**src/design/tma_mul.sv**
```systemverilog
`timescale 1ns / 1ps

module tma_mul #(
  parameter int AW = 32,
  parameter int BW = 32
) (
  input  logic             clk,
  input  logic             rst,
  input  logic             start,
  input  logic [AW-1:0]    a,
  input  logic [BW-1:0]    b,
  output logic             done,
  output logic [AW+BW-1:0] prod
);

  localparam int ND   = (BW + 15) / 16;
  localparam int BPW  = 16 * ND;
  localparam int ACCW = AW + BPW;
  localparam int PPW  = AW + 16;
  localparam int CNTW = $clog2(ND + 1);

  logic            busy;
  logic [CNTW-1:0] cnt;
  logic [AW-1:0]   areg;
  logic [BPW-1:0]  breg;
  logic [ACCW-1:0] acc;
  logic [PPW-1:0]  pp;

  // Sixteen bits of b a cycle, most significant digit first
  assign pp   = PPW'(areg) * PPW'(breg[BPW-1 -: 16]);
  assign prod = acc[AW+BW-1:0];

  always_ff @(posedge clk) begin
    if (rst) begin
      busy <= 1'b0;
      done <= 1'b0;
    end else begin
      done <= 1'b0;
      if (start) begin
        busy <= 1'b1;
        cnt  <= CNTW'(ND);
        areg <= a;
        breg <= BPW'(b);
        acc  <= '0;
      end else if (busy) begin
        acc  <= (acc << 16) + ACCW'(pp);
        breg <= breg << 16;
        cnt  <= cnt - CNTW'(1);
        if (cnt == CNTW'(1)) begin
          busy <= 1'b0;
          done <= 1'b1;
        end
      end
    end
  end

endmodule

```
**config.mk**
```make
export PLATFORM = sky130hd
export DESIGN_NAME = tma_mul
export DESIGN_NICKNAME = d
export VERILOG_FILES = /design/src/design/tma_mul.sv
export SDC_FILE = /design/constraint.sdc
export NUM_CORES = 1
export LEC_CHECK = 0
export BUFFER_PORTS_ARGS = -buffer_cell sky130_fd_sc_hd__buf_2
export CAP_MARGIN = 40
export CORE_MARGIN = 2
export CORE_UTILIZATION = 58
export CTS_CLUSTER_DIAMETER = 30
export DETAILED_ROUTE_END_ITERATION = 8
export GPL_TIMING_DRIVEN = 0
export MAX_ROUTING_LAYER = met4
export PLACE_DENSITY = 0.91
export SYNTH_ARGS = -nofsm -noshare
export SYNTH_HDL_FRONTEND = slang
export SYNTH_SLANG_ARGS = --single-unit
```
**constraint.sdc**
```tcl
create_clock -name clk -period 6.6 [get_ports clk]
set_clock_uncertainty 0.1 [all_clocks]
set_input_delay 1.32 -clock clk [delete_from_list [all_inputs] [get_ports clk]]
set_output_delay 1.32 -clock clk [all_outputs]
set_load 0.01 [all_outputs]
```
Word-level counts from Yosys, hierarchy flattened
Cells that the tools add are included.
{ "totals": {"reg_bits": 132, "input_bits": 67, "output_inout_bits": 65} }
{ "classes": {"n_addsub": 2, "n_mul": 1, "eq_ne": 1, "mux": 8, "n_bitwise": 2, "n_reduce_logical": 4} }
{ "op_table": {"columns": ["cell", "count"], "rows": [
  ["$add A64 B48 Y64", 1],
  ["$mux W32", 2],
  ["$mux W64", 1],
  ["$mul A32 B16 Y48", 1],
  ["$mux W1", 4],
  ["$reduce_and A2 Y1", 2],
  ["$reduce_or A3 Y1", 1],
  ["$eq A2 B1 Y1 const B", 1],
  ["$mux W2", 1],
  ["$not A1 Y1", 2],
  ["$reduce_bool A2 Y1", 1],
  ["$sub A2 B1 Y2 const B", 1]
]} }

Longest topological paths before layout
{ "logic_depth": {"ltp_word": 4, "depth_mapped": 25, "mapped_depth_nobuf": 23} }

Least setup slack after synthesis
OpenSTA, ideal clock, no wires.
{ "synth_path": {"path_type": "input -> register", "start": "input start", "end": "register breg[0] (enable)", "setup_time_ns": 0.555, "t_arrival_ns": 6.076, "t_required_ns": 5.945, "path_slack_ns": -0.131, "cell_stages": 4, "path_buffers": 2, "path_cell_list": "clkbuf_1 -> buf_1 -> nor2_1 -> nor2_1"} }
{ "synth_via": {"elab_chain_cells": 2} }
{ "synth_rtl": {"columns": ["element", "line", "rtl"], "rows": [
  ["start: declaration", "9", "input logic start,"],
  ["$reduce_bool A2 Y1 (no source line)", null, null],
  ["$reduce_and A2 Y1 (no source line)", null, null],
  ["end signal: assignment", "43", "breg <= BPW'(b);"],
  ["end signal: assignment", "47", "breg <= breg << 16;"],
  ["end: declaration", "25", "logic [BPW-1:0] breg;"]
]} }
No other way between the ends.
A chain may end at the register's enable or synchronous reset.

Final worst setup path
{ "layout_path": {"start": "register breg[26]", "end": "register acc[63], in the netlist prod[63] (data pin)"} }
{ "layout_via": {"elab_chain_cells": 3} }
{ "layout_rtl": {"columns": ["element", "line", "rtl"], "rows": [
  ["$mul A32 B16 Y48", "30", "assign pp = PPW'(areg) * PPW'(breg[BPW-1 -: 16]);"],
  ["$add A64 B48 Y64", "46", "acc <= (acc << 16) + ACCW'(pp);"],
  ["$mux W64", "45", "end else if (busy) begin"],
  ["end signal: assignment", "46", null],
  ["end: declaration", "26", "logic [ACCW-1:0] acc;"]
]} }
No other way between the ends. The select of a mux whose other input is x is not followed.

==> flow_summary.json <==
{
  "startpoint": "breg[26]",
  "period_share_pct": 102,
  "grt_pass1_vias": 19900,
  "yosys_most_used_dff": "edfxtp_1",
  "viasPerCell": 5.80,
  "cts_root_buf": "clkbuf_16",
  "outcome": "complete, but fails checks",
  "maxSlewViolCount": 0,
  "cts.path.max_buffers": 2,
  "ys_ff_latch": 132,
  "crit_type": "reg -> reg",
  "worstRegToRegCells": 24,
  "cts.htree.levels": 4,
  "dr.pass1.iters": 6,
  "synthArstFlopShare_pct": 0,
  "worstReg2RegStart": "breg[26]",
  "period_minus_slack_ns": 6.76,
  "syn-cell-area_sq_mm": 0.0228,
  "fillers": 2739,
  "failed_checks": "negative setup slack",
  "io_pins": 132,
  "layoutNonFillerInstCount": 3246,
  "worstMarginPinSlew_ns": 0.712,
  "cp-end-kind": "register",
  "placed_cells": 3064,
  "clk_latency_ns": 0.47,
  "die_y_um": 202,
  "final-setup-viol-count": 21,
  "slew_headroom_pct": 52.5,
  "start_kind": "register",
  "cts.sinks": 132,
  "wirelength_um": 76700,
  "die_x_um": 202,
  "antenna_found_initial": 4,
  "max_freq_mhz": 148,
  "grt_pass1_wl_um": 115000,
  "rsz0062_at_grt": "yes",
  "rows": 72,
  "drv_cap": 0,
  "syn_inst": 2411,
  "area_delta_synth_final_pct": 22.0,
  "gp_congestion": 1.03,
  "grt_use_total_pct": 39.4,
  "initial_core_util_pct": 58.8,
  "yosysUniqueCellTypes": 70,
  "crit_end": "prod[63]",
  "wire_per_inst_um": 23.6,
  "critPathArrivalTime_ns": 6.86,
  "worstPathRequired_ns": 6.70,
  "clk_pin_slew_ns": 0.08,
  "final_nets": 3364,
  "yosys_warnings": 0,
  "dieArea_sq_mm": 0.0409,
  "syn_avg_cell_area_sq_um": 9.44,
  "final_common_cell": "inv_1",
  "r2r-end": "prod[63]",
  "cts_tree": "done",
  "final_hold_viol_count": 0,
  "min_path_type": "reg -> reg",
  "cts_hold_buf": 0,
  "synth_edf_count": 130,
  "layout-drive-gt1-share_pct": 24.0,
  "cts_buffers": 17,
  "drc": 0,
  "routed-via-count": 18800,
  "rrSetupSlack_ns": -0.16,
  "fin_ws_ns": -0.157,
  "layout_common_cells": "inv_1, fa_1, nand2_1",
  "port_buffers": 130,
  "drt-initial-drc-count": 2036,
  "yosysSeqAreaShare_pct": 17.3,
  "path_max_fanout": 10,
  "hpwl_um": 57300,
  "antenna_left": 0,
  "grt_max_degree": 31,
  "overflow": 0,
  "core_area_sq_mm": 0.0387,
  "synth_nets": 3065
}
[final cells by class]
| type | count | area [sq um] | share of cell area (%) |
|---|---|---|---|
| Clock inverter | 15 | 184 | 0.662 |
| Inverter | 574 | 2150 | 7.76 |
| Buffer | 102 | 1020 | 3.68 |
| Sequential cell | 132 | 3940 | 14.2 |
| Clock buffer | 17 | 425 | 1.53 |
| Timing Repair Buffer | 292 | 2090 | 7.53 |
| Tap cell | 518 | 648 | 2.33 |
| Antenna cell | 5 | 12.5 | 0.0451 |
| Multi-Input combinational cell | 1591 | 17300 | 62.3 |
[how the worst min path moves through the flow]
stage,end,depth (start not counted),startpoint,slack (ns)
after detailed placement,done,2,busy,0.38
after CTS,done,2,busy,0.39
final,done,2,busy,0.39
after floorplan,done,2,busy,0.31
after global placement,done,2,busy,0.33
after global routing,done,2,busy,0.41
[synth_stat cells (17+ instances only)]
cell type | number | share of area, %
nand4_1 | 17 | 0.47
fa_1 | 450 | 40
inv_1 | 574 | 9.5
a21oi_1 | 68 | 1.5
o21ai_0 | 25 | 0.55
nand3_1 | 18 | 0.40
a21o_1 | 21 | 0.69
xnor2_1 | 26 | 1.0
nand2_1 | 362 | 6.0
ha_1 | 137 | 7.5
edfxtp_1 | 130 | 17
clkbuf_1 | 99 | 1.6
xor2_1 | 21 | 0.81
and2_1 | 226 | 6.2
nor2_1 | 76 | 1.3
[flip-flops by register name, indices dropped and copies added, names as in the netlist]
register  flops
areg         32
breg         32
busy          1
prod         64
done          1
cnt           2
[logic make-up (layout without fill, tap and decap cells)]
kind of cell	count (synthesis)	in the layout	synth area share, %
simple gates	757	757	16.0
buf+inv	688	1000	11.5
fa+ha+maj	587	587	47.1
compound gates	183	183	5.48
flops	132	132	17.3
xor+xnor	47	47	1.81
mux	17	17	0.841
other cells	0	5	0
[stage by stage]
stage | worst slack (ns) | utilization, % | TNS (ns) | cell area (sq um) | hold WS, ns
after floorplan | 0.189 | - | 0 | 22800 | 0.314
after detailed placement | -1.16 | 62.4 | -25.74 | 24200 | 0.379
after global routing | -0.308 | 71.7 | -4.72 | 27800 | 0.412
final | -0.157 | 71.7 | -1.72 | 27800 | 0.388
after global placement | -1.36 | 62.1 | -31.05 | 24100 | 0.331
after CTS | -0.0421 | 68.7 | -0.211 | 26600 | 0.390
[worst max-delay path, stage by stage (launching register included)]
cell	delay, ns
edfxtp_1	0.50
buf_6	0.16
clkbuf_16	0.16
nand2_1	0.08
fa_1	0.55
inv_1	0.06
fa_1	0.56
fa_2	0.49
fa_1	0.53
fa_1	0.55
inv_2	0.05
fa_1	0.52
inv_2	0.06
ha_4	0.26
buf_6	0.12
and4_4	0.22
nor3b_4	0.25
a22oi_2	0.15
a21oi_4	0.25
nor4b_4	0.10
o41ai_2	0.21
buf_4	0.21
nand4_1	0.10
xor2_1	0.17
nor2_1	0.07
[per-layer routing]
metal  part of all wire (%)  track usage (%)
met1                     35             50.3
met5                      0                -
met4                    7.4             20.5
met2                     45             58.9
met3                     12             9.37
[what timing repair did]
| action | 4_1_cts | 5_1_grt |
|---|---|---|
| cloned | 3 | 1 |
| buffers inserted | 98 | 57 |
| resized for setup | 304 | 226 |
| endpoints found under the setup margin | 46 | 37 |
| pin swaps | 60 | 80 |
Power is not shown: default switching activity piles up to over one toggle a cycle in this logic, so the estimate is an artifact.
