`config.mk`:
```
export PLATFORM = sky130hd
export DESIGN_NAME = tma_div
export DESIGN_NICKNAME = d
export VERILOG_FILES = /design/src/design/tma_pkg.sv /design/src/design/tma_div.sv
export SDC_FILE = /design/constraint.sdc
export NUM_CORES = 1
export LEC_CHECK = 0
export BUFFER_PORTS_ARGS = -buffer_cell sky130_fd_sc_hd__clkbuf_2
export CAP_MARGIN = 5
export CORE_ASPECT_RATIO = 1.75
export CORE_UTILIZATION = 50
export DETAILED_ROUTE_END_ITERATION = 10
export GPL_TIMING_DRIVEN = 0
export PLACE_DENSITY = 0.74
export SKIP_LAST_GASP = 1
export SLEW_MARGIN = 10
export SYNTH_ARGS = -nofsm -noshare
export SYNTH_HDL_FRONTEND = slang
export SYNTH_SLANG_ARGS = --single-unit
```
`constraint.sdc`:
```
create_clock -name clk -period 13.25 [get_ports clk]
set_clock_uncertainty 0.2 [all_clocks]
set_input_delay 2.65 -clock clk [delete_from_list [all_inputs] [get_ports clk]]
set_output_delay 2.65 -clock clk [all_outputs]
set_load 0.03 [all_outputs]
```
`src/design/tma_pkg.sv`:
```
`timescale 1ns / 1ps

package tma_pkg;

  // Default arithmetic format: signed Q16.16 in a 32-bit word
  localparam int FRAC_BITS_DEF = 16;
  localparam int WORD_BITS_DEF = 32;

  // Divider geometry, fixed by the 32-bit bounds
  localparam int DIV_NUM_BITS = 64;
  localparam int DIV_DEN_BITS = 33;

  // Opcodes
  localparam logic [2:0] OP_IDENT     = 3'd0;
  localparam logic [2:0] OP_SCALE     = 3'd1;
  localparam logic [2:0] OP_TRANSLATE = 3'd2;
  localparam logic [2:0] OP_FRUSTUM   = 3'd3;
  localparam logic [2:0] OP_ORTHO     = 3'd4;
  localparam logic [2:0] OP_READ      = 3'd5;

  typedef struct packed {
    logic [2:0]         opcode;
    logic signed [31:0] arg_a;
    logic signed [31:0] arg_b;
    logic signed [31:0] arg_c;
    logic signed [31:0] arg_d;
    logic signed [31:0] arg_e;
    logic signed [31:0] arg_f;
  } tma_item_t;

  typedef struct packed {
    logic               status;
    logic signed [31:0] element;
    logic [1:0]         row_index;
    logic [1:0]         col_index;
    logic               last;
  } tma_result_t;

endpackage

```
`src/design/tma_div.sv`:
```
`timescale 1ns / 1ps

module tma_div (
  input  logic                               clk,
  input  logic                               rst,
  input  logic                               start,
  input  logic [tma_pkg::DIV_NUM_BITS-1:0]   num,
  input  logic [tma_pkg::DIV_DEN_BITS-1:0]   den,
  output logic                               done,
  output logic [tma_pkg::DIV_NUM_BITS-1:0]   quot
);
  import tma_pkg::*;

  localparam int CNTW = $clog2(DIV_NUM_BITS + 1);

  logic                    busy;
  logic [CNTW-1:0]         cnt;
  logic [DIV_DEN_BITS-1:0] rem;
  logic [DIV_DEN_BITS-1:0] dreg;
  logic [DIV_DEN_BITS:0]   trial;
  logic                    ge;

  // One quotient bit a cycle, restoring
  assign trial = {rem, quot[DIV_NUM_BITS-1]};
  assign ge    = trial >= {1'b0, dreg};

  always_ff @(posedge clk) begin
    if (rst) begin
      busy <= 1'b0;
      done <= 1'b0;
    end else begin
      done <= 1'b0;
      if (start) begin
        busy <= 1'b1;
        cnt  <= CNTW'(DIV_NUM_BITS);
        quot <= num;
        rem  <= '0;
        dreg <= den;
      end else if (busy) begin
        rem  <= ge ? DIV_DEN_BITS'(trial - {1'b0, dreg}) : DIV_DEN_BITS'(trial);
        quot <= {quot[DIV_NUM_BITS-2:0], ge};
        cnt  <= cnt - CNTW'(1);
        if (cnt == CNTW'(1)) begin
          busy <= 1'b0;
          done <= 1'b1;
        end
      end
    end
  end

endmodule

```
==> Word-level counts from Yosys, hierarchy flattened <==
Cells that the tools add are included.
{ "totals": {"output_inout_bits": 65, "reg_bits": 139, "elab_cells": 25} }
{ "op_classes": {"n_lt_le_gt_ge": 1, "add_sub_neg": 2, "eq_ne": 1, "muxes": 9, "reduce_logical": 4, "n_bitwise": 2} }
{ "op_table": {"columns": ["op", "n"], "rows": [
  ["$mux W64", 2],
  ["$mux W33", 2],
  ["$ge A34 B33 Y1", 1],
  ["$sub A33 B33 Y33", 1],
  ["$eq A7 B1 Y1 const B", 1],
  ["$mux W7", 1],
  ["$sub A7 B1 Y7 const B", 1],
  ["$mux W1", 4],
  ["$reduce_and A2 Y1", 2],
  ["$reduce_or A3 Y1", 1],
  ["$not A1 Y1", 2],
  ["$reduce_bool A2 Y1", 1]
]} }

==> Logic depth before layout (Yosys ltp) <==
{ "logic_depth": {"depth_word": 4, "mapped_depth": 14, "ltp_nobuf": 12} }

==> Worst setup path after synthesis <==
No wires, ideal clock.
{ "synth_timing": {"kind": "input port to flip-flop", "start": "input port start", "end": "register cnt[0], enable pin", "path_slack_ns": 4.802, "path_buffers": 2, "required_time_ns": 12.481, "arrival_time_ns": 7.679, "path_stages": 4, "path_cell_list": "clkbuf_1 clkbuf_1 nor2_1 nor2_1"} }
{ "synth_via": {"elab_chain_cells": 2} }
{ "synth_lines": {"columns": ["item", "line_no", "text"], "rows": [
  ["start: declaration", "tma_div.sv:6", "input logic start,"],
  ["$reduce_bool A2 Y1 (no source line)", null, null],
  ["$reduce_and A2 Y1 (no source line)", null, null],
  ["end signal: assignment", "tma_div.sv:35", "cnt <= CNTW'(DIV_NUM_BITS);"],
  ["end signal: assignment", "tma_div.sv:42", "cnt <= cnt - CNTW'(1);"],
  ["end: declaration", "tma_div.sv:17", "logic [CNTW-1:0] cnt;"]
]} }
Every way passes these cells.
A chain may end at the register's enable or synchronous reset.

==> Worst setup path in the final report <==
{ "layout_timing": {"start": "input port start", "end": "register rem[16], enable pin"} }
{ "layout_via": {"elab_chain_cells": 2} }
{ "layout_lines": {"columns": ["item", "line_no", "text"], "rows": [
  ["$reduce_bool A2 Y1 (no source line)", null, null],
  ["$reduce_and A2 Y1 (no source line)", null, null],
  ["end signal: assignment", "tma_div.sv:40", "rem <= ge ? DIV_DEN_BITS'(trial - {1'b0, dreg}) : DIV_DEN_BITS'(trial);"],
  ["end: declaration", "tma_div.sv:18", "logic [DIV_DEN_BITS-1:0] rem;"]
]} }
Every way passes these cells.

==> metrics.txt <==
gr ovfl total=0; worst-path maximum fanout=30; Power Density=147 nW/um^2; Synth Net Count=762; Final Cycle Share=0.364; Reg2Reg Setup Slack=9.10 ns; Post-Layout Cell Count=1009; Initial Utilization=0.511; Post-Syn Instances=626; Synth Warn #=0; CTS tree=built; post-route setup TNS=0 ns; Setup Viol. Count Final=0; Avg Inst Size Synth=12.0 sq um; WP data arrival=4.73 ns; WHS=0.283 ns; switch share=0.301; slew at the pin closest to its max-slew limit=0.837 ns; Die W=94.8 um; Synth area leaders=edfxtp_1, mux2_2, ha_1; Post-synth EDFFs=137; WL/cell=18.6 um; most frequent cells in the layout=clkbuf_2, edfxtp_1, mux2_2, a21oi_1, nand2_1; outcome=complete, no violations; Pint=0.956 mW; register share of total power=0.400; met3 usage=0.0474; CTS Buf Count=17; Required @ worst endpoint=13.16 ns; first-pass GRT wire length=29500 um; # clock sinks=139; post-route minimum period=4.82 ns; clk_lat worst skew=0.42 ns; Post-CTS Setup Bufs=0; endpoints failing hold=0; met2 Track Usage GR=0.452; Residual DRC=0; vias in the first global route=6191; Global Route met1 Usage=0.259; post-cts sizing count=0; largest net degree at the start of global routing=31; sequential share of the synthesized area=0.551; nets=950; WL final=18800 um; I/O Pins=165; share of the synthesized area in the top cell type=0.546; CP startpoint kind=primary input; Synth area leader=edfxtp_1; drt via density=5.82; synth unique cells=58; WS Path Type=in -> reg; layout cell share with drive strength beyond 1=0.340; Worst Hold Class=reg -> reg; post-synthesis async set-or-reset flop share=0; synthesized area=7540 sq um; Slew Limit Headroom=0.442; DRT antenna net count=0; RSZ-0062 raised after global routing=no; initial antenna violation count=0; cts hold-fix bufs=0; Net Switching=0.413 mW; # diodes=0; Core Region=14800 sq um; CTS Root Cell=clkbuf_16; max_cap viols=0; dpl hpwl=14200 um; clk slew on worst S/H paths=0.06 ns; gr busiest metal=met2; Peak Freq=207 MHz; post-placement cell count=978; area delta synth->final=23.8%; flops & latches, synth=139; Slew Limit Fails=0; Worst VDD drop=0.118 mV; Max Root-Sink Buffers=2; GP Congestion=0.903; port bufs=164; row count=59; Lkg Pwr=3.96 nW; CTS H-tree depth=4; most common cell after layout, fill and taps aside=clkbuf_2; Clock power frac=0.368; full die area=15600 sq um; First-pass DRT Iterations=6; Total GRT Usage=0.250; Pwr Total=1.37 mW; 1st-iter DRT viols=274; die height=164 um; total vias in the final route=5870; Main synth FF type=edfxtp_1; CP Capture Type=flop; Gate power share=0.232
[kinds of logic (layout without fill, tap and decap cells)]
group,Yosys count,in the layout,synth area share
DFF,139,139,0.551
buffers and inverters,67,267,0.0343
xor gates and xnor gates,21,21,0.0244
adders and majority gates,36,36,0.0607
and+or+nand+nor,149,149,0.0992
muxes,65,65,0.0969
AOI/OAI and AO/OA,149,149,0.134
[synthesized netlist by cell type (all sizes together) (14+ instances only)]
master,count
ha,35
nand2,50
a211oi,15
xnor2,14
mux2,64
a21o,19
edfxtp,137
nor2,30
clkbuf,17
inv,44
o21ai,17
a21oi,51
[stage by stage]
stage	cell area (sq um)	setup slack, ns	util
after detailed placement	8730	7.96	0.591
after CTS	9340	8.40	0.633
after floorplan	7540	4.80	-
after global routing	9340	8.30	0.633
after global placement	8590	2.27	0.582
final	9340	8.43	0.633
[final timing paths]
check | from | to | cells past startpoint
max | start | rem[16] | 7
min | busy | done | 1
max reg2reg | rem[31] | rem[6] | 10
min reg2reg | busy | done | 1
[state kept, by name (all words and copies together), names as in the netlist]
signal  flops
busy        1
cnt         7
done        1
dreg       33
quot       64
rem        33
[layer usage]
layer,part of all wire,vias up,routed length (um)
met3,0.054,68,1010
li1,-,2751,-
met2,0.53,244,10000
met4,0.050,0,942
met1,0.36,2807,6850
met5,0,-,0
[worst max-delay path: stages]
cell and delay, ns:
clkbuf_2 0.10, clkbuf_1 0.45, clkbuf_1 0.58, nor2_1 0.18, nor2_4 0.32, buf_16 0.22, buf_12 0.23
[power groups by stage]
stage | Clock, mW | Sequential [mW] | Combinational (mW)
after global placement | 0 | 0.560 | 0.298
after global routing | 0.522 | 0.552 | 0.346
after CTS | 0.509 | 0.548 | 0.315
after detailed placement | 0 | 0.557 | 0.313
final | 0.503 | 0.548 | 0.318
after floorplan | 0 | 0.580 | 0.197
[cell type report]
type                            instances  area, sq um
Inverter                               44          165
Multi-Input combinational cell        420         3140
Sequential cell                       139         4150
Fill cell                            1176         5430
Tap cell                              183          229
Timing Repair Buffer                  169          943
Clock buffer                           17          425
Clock inverter                         14          185
Buffer                                 23         93.8
Note: power is estimated with default switching activity, not from simulation.
